<file path="src/rtl/fjot_pkg.sv">
// Shared types, codes and helpers for the flat JSON object tokenizer.
`timescale 1ns / 1ps

package fjot_pkg;

    localparam int unsigned CountWidth = 10;
    localparam logic [CountWidth-1:0] MaxPairsReset = 10'd100;

    localparam logic [7:0] ChOpen      = 8'h7B;
    localparam logic [7:0] ChClose     = 8'h7D;
    localparam logic [7:0] ChColon     = 8'h3A;
    localparam logic [7:0] ChComma     = 8'h2C;
    localparam logic [7:0] ChQuote     = 8'h22;
    localparam logic [7:0] ChBackslash = 8'h5C;
    localparam logic [7:0] ChEnd       = 8'h00;
    localparam logic [7:0] ChSpace     = 8'h20;
    localparam logic [7:0] ChTab       = 8'h09;
    localparam logic [7:0] ChCr        = 8'h0D;

    typedef enum logic [3:0] {
        ST_WAIT_OPEN   = 4'd0,
        ST_WANT_KEY    = 4'd1,
        ST_KEY         = 4'd2,
        ST_KEY_ESC     = 4'd3,
        ST_WANT_COLON  = 4'd4,
        ST_WANT_VALUE  = 4'd5,
        ST_VALUE       = 4'd6,
        ST_VALUE_ESC   = 4'd7,
        ST_AFTER_VALUE = 4'd8,
        ST_DONE        = 4'd9
    } t_parse_state;

    typedef enum logic [1:0] {
        ROLE_OTHER = 2'd0,
        ROLE_KEY   = 2'd1,
        ROLE_VALUE = 2'd2
    } t_role;

    typedef enum logic [1:0] {
        V_PROGRESS = 2'd0,
        V_ACCEPT   = 2'd1,
        V_ERROR    = 2'd2
    } t_verdict;

    typedef struct packed {
        t_role                 role;
        logic [7:0]            content;
        logic                  esc;
        logic [CountWidth-1:0] idx;
        logic                  done;
        t_verdict              verdict;
        logic [CountWidth-1:0] found;
    } t_result;

    function automatic logic is_ws(input logic [7:0] c);
        return (c == ChSpace) || ((c >= ChTab) && (c <= ChCr));
    endfunction

endpackage

</file>
<file path="src/rtl/flat_json_object_tokenizer.sv">
// Top level of the flat JSON object tokenizer: state, config and result registers.
//
//   channel | valid       | ready        | payload
//   --------+-------------+--------------+-----------------------------------------
//   in      | i_in_valid  | o_in_ready   | i_text_byte
//   out     | o_out_valid | i_out_ready  | o_byte_role .. o_pairs_found
//   cfg     | i_cfg_valid | o_cfg_ready  | i_cfg_pair_limit
//
// One byte per cycle while the output is not stalled: each byte is decoded in the cycle it
// is accepted and its result sits in the output register on the next cycle.
// A new byte is taken whenever the output register is empty or being drained.
// A stalled output holds the result and blocks input; no bytes are lost.
// Reset (synchronous, active low) clears state, pair count and sets the pair limit to 100.
`timescale 1ns / 1ps

module flat_json_object_tokenizer
    import fjot_pkg::*;
(
    input  logic                  i_clk,
    input  logic                  i_rst_n,
    input  logic                  i_cfg_valid,
    output logic                  o_cfg_ready,
    input  logic [CountWidth-1:0] i_cfg_pair_limit,
    input  logic                  i_in_valid,
    output logic                  o_in_ready,
    input  logic [7:0]            i_text_byte,
    output logic                  o_out_valid,
    input  logic                  i_out_ready,
    output logic [1:0]            o_byte_role,
    output logic [7:0]            o_content_byte,
    output logic                  o_escaped,
    output logic [CountWidth-1:0] o_pair_index,
    output logic                  o_pair_done,
    output logic [1:0]            o_verdict,
    output logic [CountWidth-1:0] o_pairs_found
);

    t_parse_state          r_state;
    t_parse_state          n_state;
    logic [CountWidth-1:0] r_count;
    logic [CountWidth-1:0] n_count;
    logic [CountWidth-1:0] r_pair_limit;
    logic                  r_out_valid;
    t_result               r_result;
    t_result               n_result;
    logic                  in_accept;

    assign o_cfg_ready = 1'b1;
    assign o_in_ready  = !r_out_valid || i_out_ready;
    assign in_accept   = i_in_valid && o_in_ready;

    fjot_step u_step (
        .i_state      (r_state),
        .i_count      (r_count),
        .i_pair_limit (r_pair_limit),
        .i_byte       (i_text_byte),
        .o_state      (n_state),
        .o_count      (n_count),
        .o_result     (n_result)
    );

    always_ff @(posedge i_clk) begin
        if (!i_rst_n) begin
            r_state      <= ST_WAIT_OPEN;
            r_count      <= '0;
            r_pair_limit <= MaxPairsReset;
            r_out_valid  <= 1'b0;
            r_result     <= '0;
        end else begin
            if (i_cfg_valid) begin
                r_pair_limit <= i_cfg_pair_limit;
            end
            if (in_accept) begin
                r_state     <= n_state;
                r_count     <= n_count;
                r_result    <= n_result;
                r_out_valid <= 1'b1;
            end else if (i_out_ready) begin
                r_out_valid <= 1'b0;
            end
        end
    end

    assign o_out_valid    = r_out_valid;
    assign o_byte_role    = r_result.role;
    assign o_content_byte = r_result.content;
    assign o_escaped      = r_result.esc;
    assign o_pair_index   = r_result.idx;
    assign o_pair_done    = r_result.done;
    assign o_verdict      = r_result.verdict;
    assign o_pairs_found  = r_result.found;

endmodule

</file>
<file path="src/rtl/fjot_step.sv">
// Per-byte decode: next parse state, next pair count and the result item.
`timescale 1ns / 1ps

module fjot_step
    import fjot_pkg::*;
(
    input  t_parse_state          i_state,
    input  logic [CountWidth-1:0] i_count,
    input  logic [CountWidth-1:0] i_pair_limit,
    input  logic [7:0]            i_byte,
    output t_parse_state          o_state,
    output logic [CountWidth-1:0] o_count,
    output t_result               o_result
);

    always_comb begin
        o_state  = i_state;
        o_count  = i_count;
        o_result = '0;

        if (i_byte == ChEnd) begin
            o_result.verdict = (i_state != ST_DONE) ? V_ERROR : V_PROGRESS;
        end else begin
            unique case (i_state)
                ST_WAIT_OPEN: begin
                    if (i_byte == ChOpen) begin
                        o_state = ST_WANT_KEY;
                    end else if (!is_ws(i_byte)) begin
                        o_result.verdict = V_ERROR;
                    end
                end
                ST_WANT_KEY, ST_AFTER_VALUE: begin
                    if (is_ws(i_byte)) begin
                        o_state = i_state;
                    end else if (i_byte == ChQuote) begin
                        if (i_count >= i_pair_limit) begin
                            o_result.verdict = V_ERROR;
                        end else begin
                            o_state = ST_KEY;
                        end
                    end else if (i_byte == ChClose) begin
                        o_result.verdict = V_ACCEPT;
                    end else if (i_byte == ChComma && i_state == ST_AFTER_VALUE) begin
                        o_state = ST_WANT_KEY;
                    end else begin
                        o_result.verdict = V_ERROR;
                    end
                end
                ST_KEY, ST_VALUE: begin
                    if (i_byte == ChQuote) begin
                        if (i_state == ST_KEY) begin
                            o_state = ST_WANT_COLON;
                        end else begin
                            o_result.done = 1'b1;
                            o_result.idx  = i_count;
                            o_count       = i_count + 1'b1;
                            o_state       = ST_AFTER_VALUE;
                        end
                    end else begin
                        o_result.role    = (i_state == ST_KEY) ? ROLE_KEY : ROLE_VALUE;
                        o_result.content = i_byte;
                        o_result.idx     = i_count;
                        if (i_byte == ChBackslash) begin
                            o_state = (i_state == ST_KEY) ? ST_KEY_ESC : ST_VALUE_ESC;
                        end
                    end
                end
                ST_KEY_ESC, ST_VALUE_ESC: begin
                    o_result.role    = (i_state == ST_KEY_ESC) ? ROLE_KEY : ROLE_VALUE;
                    o_result.content = i_byte;
                    o_result.esc     = 1'b1;
                    o_result.idx     = i_count;
                    o_state          = (i_state == ST_KEY_ESC) ? ST_KEY : ST_VALUE;
                end
                ST_WANT_COLON: begin
                    if (i_byte == ChColon) begin
                        o_state = ST_WANT_VALUE;
                    end else if (!is_ws(i_byte)) begin
                        o_result.verdict = V_ERROR;
                    end
                end
                ST_WANT_VALUE: begin
                    if (i_byte == ChQuote) begin
                        o_state = ST_VALUE;
                    end else if (!is_ws(i_byte)) begin
                        o_result.verdict = V_ERROR;
                    end
                end
                default: begin
                    o_state = ST_DONE;
                end
            endcase
            if (o_result.verdict != V_PROGRESS) begin
                o_state = ST_DONE;
            end
        end

        o_result.found = o_count;

        if (i_byte == ChEnd) begin
            o_state = ST_WAIT_OPEN;
            o_count = '0;
        end
    end

endmodule
</file>
<file path="config.mk">
export PLATFORM = sky130hd
export DESIGN_NAME = flat_json_object_tokenizer
export DESIGN_NICKNAME = d
export VERILOG_FILES = /design/src/rtl/fjot_pkg.sv /design/src/rtl/flat_json_object_tokenizer.sv /design/src/rtl/fjot_step.sv
export SDC_FILE = /design/constraint.sdc
export NUM_CORES = 1
export LEC_CHECK = 0
export ABC_CLOCK_PERIOD_IN_PS = 4900
export BUFFER_PORTS_ARGS = -buffer_cell sky130_fd_sc_hd__buf_2
export CORE_UTILIZATION = 50
export DETAILED_ROUTE_END_ITERATION = 6
export PLACE_DENSITY = 0.73
export SYNTH_ARGS = -nofsm -noshare
export SYNTH_HDL_FRONTEND = slang
export SYNTH_SLANG_ARGS = --single-unit
export TNS_END_PERCENT = 100
</file>
<file path="constraint.sdc">
create_clock -name i_clk -period 4.9 [get_ports i_clk]
set_input_delay 0.245 -clock i_clk [delete_from_list [all_inputs] [get_ports i_clk]]
set_output_delay 0.245 -clock i_clk [all_outputs]
set_load 0.01 [all_outputs]
</file>
Word-level counts from Yosys, hierarchy flattened

Cells that the tools add are included.

$add $sub $neg: 1
$lt $le $gt $ge: 3
Equality and inequality tests: 24
Mux-type cells: 47
Reduce and logical (&&, ||, !) cells: 14

Operator list:

| kind                  | number |
|---|---|
| $mux 10               | 7 |
| $mux 4                | 13 |
| $pmux 10 s2           | 2 |
| $eq 8x6->1 const B    | 4 |
| $mux 2                | 14 |
| $eq 8x7->1 const B    | 3 |
| $pmux 4 s6            | 1 |
| $mux 22               | 1 |
| $eq 4x3->1 const B    | 4 |
| $ne 4x1->1 const B    | 3 |
| $mux 11               | 1 |
| $add 10x1->10 const B | 1 |
| $ge 10x10->1          | 1 |
| $ne 5x1->1 const B    | 2 |
| $reduce_and 9->1      | 1 |
| $eq 4x2->1 const B    | 2 |
| $ge 8x4->1 const B    | 1 |
| $le 8x4->1 const B    | 1 |
| $logic_not 8->1       | 1 |
| $pmux 2 s4            | 1 |
| $mux 3                | 2 |
| $reduce_or 2->1       | 3 |
| $mux 1                | 5 |
| $ne 5x3->1 const B    | 1 |
| other kinds (10)      | 14 |

Flip-flop bits (word level): 59
Word-level logic and storage cells: 100

Depth between registers and ports, before layout

Gate-level depths: netlist (run 1).

Depth after elaboration: 11
Depth in mapped cells: 10
Gate-level depth less buffers: 9

Cells and area by module

Synthesis (run 1) repeated with hierarchy kept, for this count alone.

Cell total of the unflattened synthesis: 425
Area total of the unflattened synthesis: 3,519.6 µm²

By module, submodules not included:

| module                     | times used | cells each | area each (µm²) |
|---|---|---|---|
| flat_json_object_tokenizer | 1          | 248        | 2,323.5 |
| fjot_step                  | 1          | 177        | 1,196.1 |

Least setup slack after synthesis (run 1)

Ideal clock, no wire load.

Path kind: input port to flip-flop
Start: in i_text_byte[3]
End: reg r_count[8]
Library setup time: 0.117 ns
Arrival: 2.118 ns
Required time: 4.783 ns
Slack: 2.664 ns
Stages on the path: 10
Cell sequence: buf_2 -> or3_4 -> or3_1 -> buf_6 -> inv_4 -> nand4_4 -> nor2_2 -> and3_1 -> o21ai_0 -> a32o_1

Word-level cells in the longest chain between the ends: 5

Ends and longest elaborated chain:

| what                 | line                             | source |
|---|---|---|
| start, declared      | flat_json_object_tokenizer.sv:26 | `input logic [7:0] i_text_byte,` |
| $eq 8x6->1           | fjot_step.sv:50                  | `if (i_byte == ChQuote) begin` |
| $mux 10              | fjot_step.sv:50                  |  |
| $mux 10              | fjot_step.sv:24                  | `unique case (i_state)` |
| $mux 10              | fjot_step.sv:21                  | `if (i_byte == ChEnd) begin` |
| $mux 10 (*)          | fjot_step.sv:100                 | `if (i_byte == ChEnd) begin` |
| end signal, assigned | flat_json_object_tokenizer.sv:75 | `r_count <= n_count;` |
| end, declared        | flat_json_object_tokenizer.sv:40 | `logic [CountWidth-1:0] r_count;` |

Mark *: on every way between the ends. The rest lies on a longest branch, timed or not.
A chain may end at the register's enable or synchronous reset.

Worst setup path in the final report (run 1)

Start: reg r_state[3]
End: reg r_state[0]

Word-level cells in the longest chain between the ends: 11

Ends and longest elaborated chain:

| what                                                        | line                             | source |
|---|---|---|
| start, declared                                             | flat_json_object_tokenizer.sv:38 | `t_parse_state r_state;` |
| start signal, assigned                                      | flat_json_object_tokenizer.sv:74 | `r_state <= n_state;` |
| $eq 4x4->1                                                  | fjot_step.sv:24, fjot_step.sv:43 |  |
| $logic_and 1x1->1                                           | fjot_step.sv:43                  | `end else if (i_byte == ChComma && i_state == ST_AFTER_VALUE) begin` |
| $mux 2                                                      | fjot_step.sv:43                  |  |
| $mux 2                                                      | fjot_step.sv:41                  | `end else if (i_byte == ChClose) begin` |
| $mux 2                                                      | fjot_step.sv:35                  | `end else if (i_byte == ChQuote) begin` |
| $mux 2                                                      | fjot_step.sv:33                  | `if (is_ws(i_byte)) begin` |
| $pmux 2 s4                                                  | fjot_step.sv:24                  |  |
| $mux 2                                                      | fjot_step.sv:21                  |  |
| $reduce_bool 2->1                                           | fjot_step.sv:93                  | `if (o_result.verdict != V_PROGRESS) begin` |
| $ne 5x1->1 (no source line) (tied with other cells)         | -                                |  |
| $reduce_and 9->1 (no source line) or $mux 4 (tied branches) | -                                |  |

Several ways; a longest one is shown, not always the timed one. The select of a mux whose other input is x is not followed.

==> results of run 1 <==
## path summary, 6_finish.rpt
path,start,to
worst max-delay path,r_state[3],r_state[0]
worst min-delay path,i_cfg_pair_limit[2],r_pair_limit[2]
worst max register to register,r_state[3],r_state[0]
worst min register to register,o_verdict[0],o_verdict[0]
## final cells by class
| cell class | instances | area [sq um] |
|---|---|---|
| Clock buffer | 12 | 155 |
| Clock inverter | 2 | 12.5 |
| Fill cell | 583 | 2370 |
| Inverter | 18 | 70.1 |
| Multi-Input combinational cell | 281 | 1820 |
| Sequential cell | 59 | 1180 |
| Tap cell | 75 | 93.8 |
| Timing Repair Buffer | 62 | 320 |
## worst max-delay path, cell delays in order (launching register included)
cell and delay [ps]:
dfxtp_1 560, or4b_2 650, o22ai_1 180, nand3_1 110, a211oi_1 310, o21bai_2 160
a31oi_1 230, mux2i_1 280
## registers in the layout (all words and copies together), names as in the netlist
| name | flops |
|---|---|
| o_byte_role | 2 |
| o_content_byte | 8 |
| o_escaped | 1 |
| o_out_valid | 1 |
| o_pair_done | 1 |
| o_pair_index | 10 |
| o_pairs_found | 10 |
| o_verdict | 2 |
| r_count | 10 |
| r_pair_limit | 10 |
| r_state | 4 |
## cell usage in the layout (no fill, tap or decap), drive strengths merged, types with 6 or more instances in the layout
master / n
a211oi: 7
a21oi: 35
a22oi: 16
buf: 62
clkbuf: 12
dfxtp: 59
ha: 15
inv: 18
mux2i: 10
nand2: 24
nand3: 10
nor2: 50
nor3: 8
nor4: 7
o21ai: 19
xnor2: 6
## power by group through the flow
stage | clock [mW] | sequential (mW) | combinational, mW
2_1_floorplan | 0 | 0.515 | 0.110
3_3_place_gp | 0 | 0.520 | 0.147
3_5_place_dp | 0 | 0.521 | 0.148
4_1_cts | 0.392 | 0.510 | 0.149
6_report | 0.383 | 0.510 | 0.150
5_1_grt | 0.410 | 0.514 | 0.166
## layer usage
layer  up-vias  share of wire  global-route usage
met2       134           0.43               0.352
met5         -              0                   0
met1      1390           0.47               0.365
met3        20          0.075              0.0433
li1       1487              -                   -
met4         0          0.027               0.125
## cell usage after synthesis (all sizes together), types with 10 or more instances
master	count	share of area
a21oi	35	0.055
o21ai	19	0.031
a22oi	16	0.038
inv	18	0.022
nand2	24	0.028
nor2	50	0.060
clkbuf	21	0.025
ha	15	0.059
mux2i	10	0.031
nand3	10	0.016
dfxtp	59	0.37
## logic make-up after synthesis
kind of cell,share of synthesized area
and+or+nand+nor,0.225
AOI/OAI and AO/OA,0.228
DFF,0.370
muxes,0.0314
buffers and inverters,0.0608
other,0.00118
xor gates and xnor gates,0.0247
adders and majority gates,0.0588
==> summary.txt, run 1 <==
Floorplanning
  • Chip height: 81.9 um
  • Die Wd: 81.9 um
  • Io pins: 60
  • Die area: 6700 sq um
  • Initial Utilization: 0.529
  • Core Area: 6030 sq um
  • Rows: 28

GRT
  • First-pass GRT wire length: around 13000 um
  • Number of global-route vias before repair: 2680
  • Largest net degree at the start of global routing: 36
  • Initial antenna violation count: 0
  • Gr ovfl total: 0
  • Gr usage total: 0.251

Setup path
  • Reg-to-reg slack, setup: 2330 ps
  • Worst setup EP type: flop
  • Worst reg-to-reg path cell count: 7
  • CP required: 5140 ps
  • Crit start category: flop
  • Crit Path Max Fanout: 13
  • Worst Path Class, Setup: flop to flop
  • WP data arrival: 2800 ps

STA
  • Unrepaired setup endpoints after global routing: no
  • Final Hold Vio Count: 0
  • Final setup margin: 2330 ps
  • Hold WS: 126 ps
  • Setup TNS: 0 ps
  • Clock skew: 8.65 ps
  • Final Max Tran Viols: 0
  • Fmax: 390 MHz
  • Worst Max-Slew Pin Slew: 713 ps
  • Final min period: 2570 ps
  • Final setup vio count: 0
  • Slew margin rel.: 0.524
  • Period utilization: 0.524

Clock tree
  • Clock Root Buffer: clkbuf_8
  • Resize count post-CTS: 0
  • CTS Buf Count: 9
  • Total clock sinks: 59
  • Hold buffer count at CTS: 0
  • Number of post-CTS setup repair buffers: 0
  • Later-pin clock latency in the skew report: 330 ps
  • Max Root-Sink Buffers: 2
  • TritonCTS clock tree: built
  • H-tree levels: 3
  • Clock transition at the registers of the reported paths: 60 ps

Layout
  • Layout Cells excl Fill: ~510
  • Post-layout util: 0.606
  • Nets: 469
  • Fin area: about 3700 sq um
  • Share of layout cells above drive strength 1: 0.212
  • Area growth syn-to-layout: 14.6%
  • ANT cells: 0

Power
  • Clock Power Share: 0.367
  • Psw: approximately 0.29 mW
  • Sequential power share: 0.489
  • Peak supply drop: between 200 and 250 uV
  • Tot Pwr: between 1 and 1.5 mW
  • Int Power: 0.757 mW
  • Comb pwr share: 0.144
  • Power Dens Cells: about 290 nW/um^2
  • Switching part of the total: 0.275
  • Leakage power: 1.54 nW

Yosys
  • Synth warn: 0
  • Post-Syn Area: between 3000 and 4000 sq um
  • Sequential fraction of the synthesis area: 0.370
  • Yosys reg bits: between 50 and 60
  • Synth unique cells: 65
  • Mapped Nets: about 430
  • Number of flops mapped to enable cells by yosys: 0
  • Post-synth ARST share: 0
  • Cells after Synth: 387
  • Post-Syn Area per Cell: 8.24 sq um
  • Main synth FF type: dfxtp_1

Route
  • Post-Route WL: 7860 um
  • Initial DRC count: 274
  • Drt wl/cell: 15.4 um
  • Via Count: around 3000
  • Final ANT Viol Nets: 0
  • Drt via density: 5.95
  • DR DRC count: 0
  • DRT Pass-1 Iters: 5

Place
  • GPL Wtd Cong: 0.931
  • Placed Cells: around 500
  • PortBufs: slightly below 60
  • Placed cell areas: 3490 sq um
  • Pre-CTS setup slack: 2340 ps
  • Dpl hpwl: 5410 um

Worst hold path
  • Hold depth: 3
  • Min-delay worst type: primary input to flop

Job
  • Maxcap violations: 0

Outcome
  • Status: complete, no violations
Note: power is estimated with default switching activity, not from simulation.
==> inputs of run 2 (changes only) <==
- ABC_CLOCK_PERIOD_IN_PS: 4900 -> 2200
- PLACE_DENSITY: 0.73 -> 0.76
- clock period: 4.9 -> 2.2 ns (I/O delays scaled with it)
==> run 2 against run 1 <==
Effect of this change:
- clock power rose by 140%
- cell count grew 14%
- via count increased by 10%
- die area did not move
- routed wire length is 22% higher
- hold slack lost 120 ps
- global-route usage rose by 3.6 points
- combinational power increased to 3.2 times the previous value
- critical endpoint is now r_state[2]
==> summary.txt, run 2 (synthesized netlist as in run 1, its figures left out) <==
Outcome
  • Status: complete, no violations

Clock tree
  • Clock Root Buffer: clkbuf_8
  • CTS Buf Count: 9 (unchanged)
  • Later-pin clock latency in the skew report: 340 ps (about the same)
  • TritonCTS clock tree: built
  • H-tree levels: 3 (unchanged)
  • Clock transition at the registers of the reported paths: 70 ps (about the same)
  • Max Root-Sink Buffers: 2 (unchanged)
  • Total clock sinks: 59 (unchanged)

Route
  • Initial DRC count: 204 (-26%)
  • DRT Pass-1 Iters: 5 (unchanged)
  • Via Count: 3348 (+10%)
  • DR DRC count: 0 (unchanged)
  • Drt via density: 5.79 (-2.7%)
  • Final ANT Viol Nets: 0 (unchanged)
  • Post-Route WL: 9550 um (+22%)
  • Drt wl/cell: 16.5 um (+7.1%)

Layout
  • Share of layout cells above drive strength 1: 0.362 (+0.150)
  • Filler cells: 486 (-17%)
  • Most frequent cells in the layout: buf_4, buf_2, dfxtp_1
  • Post-layout util: 0.717 (+0.110)
  • Commonest non-fill, non-tap cell in the layout: buf_4
  • Nets: 536 (+14%)
  • Layout Cells excl Fill: 578 (+14%)
  • Area growth syn-to-layout: 35.4%
  • ANT cells: 0 (unchanged)
  • Fin area: 4320 sq um (+18%)

Power
  • Peak supply drop: 450 uV (+120%)
  • Tot Pwr: 2.52 mW (+140%)
  • Power Dens Cells: 583 nW/um^2 (+100%)
  • Leakage power: 1.91 nW (+24%)

Setup path
  • Crit start category: flop
  • Crit path largest cell delay: 430 ps (-220 ps)
  • Critical Path, Cell by Cell: or3b_4 > or2_4 > ha_4 > a2111o_1 > nor4_2 > o21a_1
  • CP required: 2490 ps (-2650 ps)
  • Worst setup EP type: flop
  • WP data arrival: 2480 ps (-320 ps)
  • Crit Path Max Fanout: 7 (-6)
  • Worst Path Class, Setup: flop to flop
  • Slowest CP cell: a2111o_1

GRT
  • Gr usage total: 0.287 (+0.0355)
  • Number of global-route vias before repair: 2919 (+8.9%)
  • Largest net degree at the start of global routing: 36 (unchanged)
  • Gr ovfl total: 0 (unchanged)
  • Initial antenna violation count: 0 (unchanged)
  • First-pass GRT wire length: 14100 um (+11%)

STA
  • Hold WS: 1.71 ps (-125 ps)
  • Period utilization: 0.996 (+0.472)
  • Final Max Tran Viols: 0 (unchanged)
  • Unrepaired setup endpoints after global routing: yes
  • Fmax: 456 MHz (+17%)
  • Setup TNS: 0 ps (unchanged)
  • Worst Max-Slew Pin Slew: 575 ps (-138 ps)
  • Slew margin rel.: 0.615 (+0.0910)
  • Final setup margin: 8.05 ps (-2320 ps)
  • Final setup vio count: 0 (unchanged)
  • Final min period: 2190 ps (-375 ps)
  • Final Hold Vio Count: 0 (unchanged)
  • Clock skew: 9.97 ps (+1.33 ps)

Place
  • PortBufs: 58 (unchanged)
  • Pre-CTS setup slack: -132 ps (-2470 ps)
  • Dpl hpwl: 6790 um (+25%)
  • Placed cell areas: 3930 sq um (+13%)
  • GPL Wtd Cong: 0.909 (-2.3%)
  • Placed Cells: 554 (+12%)

Job
  • Maxcap violations: 0 (unchanged)

Floorplanning
  • Io pins: 60 (unchanged)
  • Core Area: 6030 sq um (unchanged)
  • Rows: 28 (unchanged)
  • Die Wd: 81.9 um (unchanged)
  • Initial Utilization: 0.529 (unchanged)
  • Die area: 6700 sq um (unchanged)
  • Chip height: 81.9 um (unchanged)

Worst hold path
  • Min-delay worst type: primary input to flop
-- run 2: final timing paths --
kind	startpoint	end	slack (ps)	cells after the start
min reg2reg	o_verdict[0]	o_verdict[0]	450	2
min	i_cfg_pair_limit[4]	r_pair_limit[4]	2	3
max	r_state[0]	r_state[2]	8	6
max reg2reg	r_state[0]	r_state[2]	8	6
-- run 2: what timing repair did --
item	4_1_cts	5_1_grt
pin swaps	2	11
endpoints found under the hold margin	4	0
setup buffers	2	3
gates resized for setup	7	24
hold buffers	4	0
setup endpoints to repair	4	9
-- run 2: worst max-delay path, delay by kind of cell, from the launching register on --
family / cells / cell delay (ps)
simple gates: 3 / 960
compound gates: 2 / 570
flops: 1 / 370
fa+ha+maj: 1 / 230
-- run 2: power by group --
group	total (mW)	switching (mW)	internal (mW)
Clock	0.909	0.470	0.439
Combinational	0.484	0.271	0.213
Sequential	1.13	0.0231	1.10
-- run 2: metal layers --
layer,part of all wire,track usage,wire [um]
met5,0,0,0
met3,0.076,0.0522,729
met1,0.45,0.392,4320
met2,0.45,0.437,4310
met4,0.020,0.125,190
-- run 2: final cells by class --
class                   count  area [sq um]  share of cell area
inverters                  18          70.1              0.0162
clock inverters             6          40.0             0.00927
well taps                  75          93.8              0.0217
multi-input cells         281          1950               0.452
clock buffers              10           138              0.0319
repair buffers            129           833               0.193
flip-flops and latches     59          1190               0.276
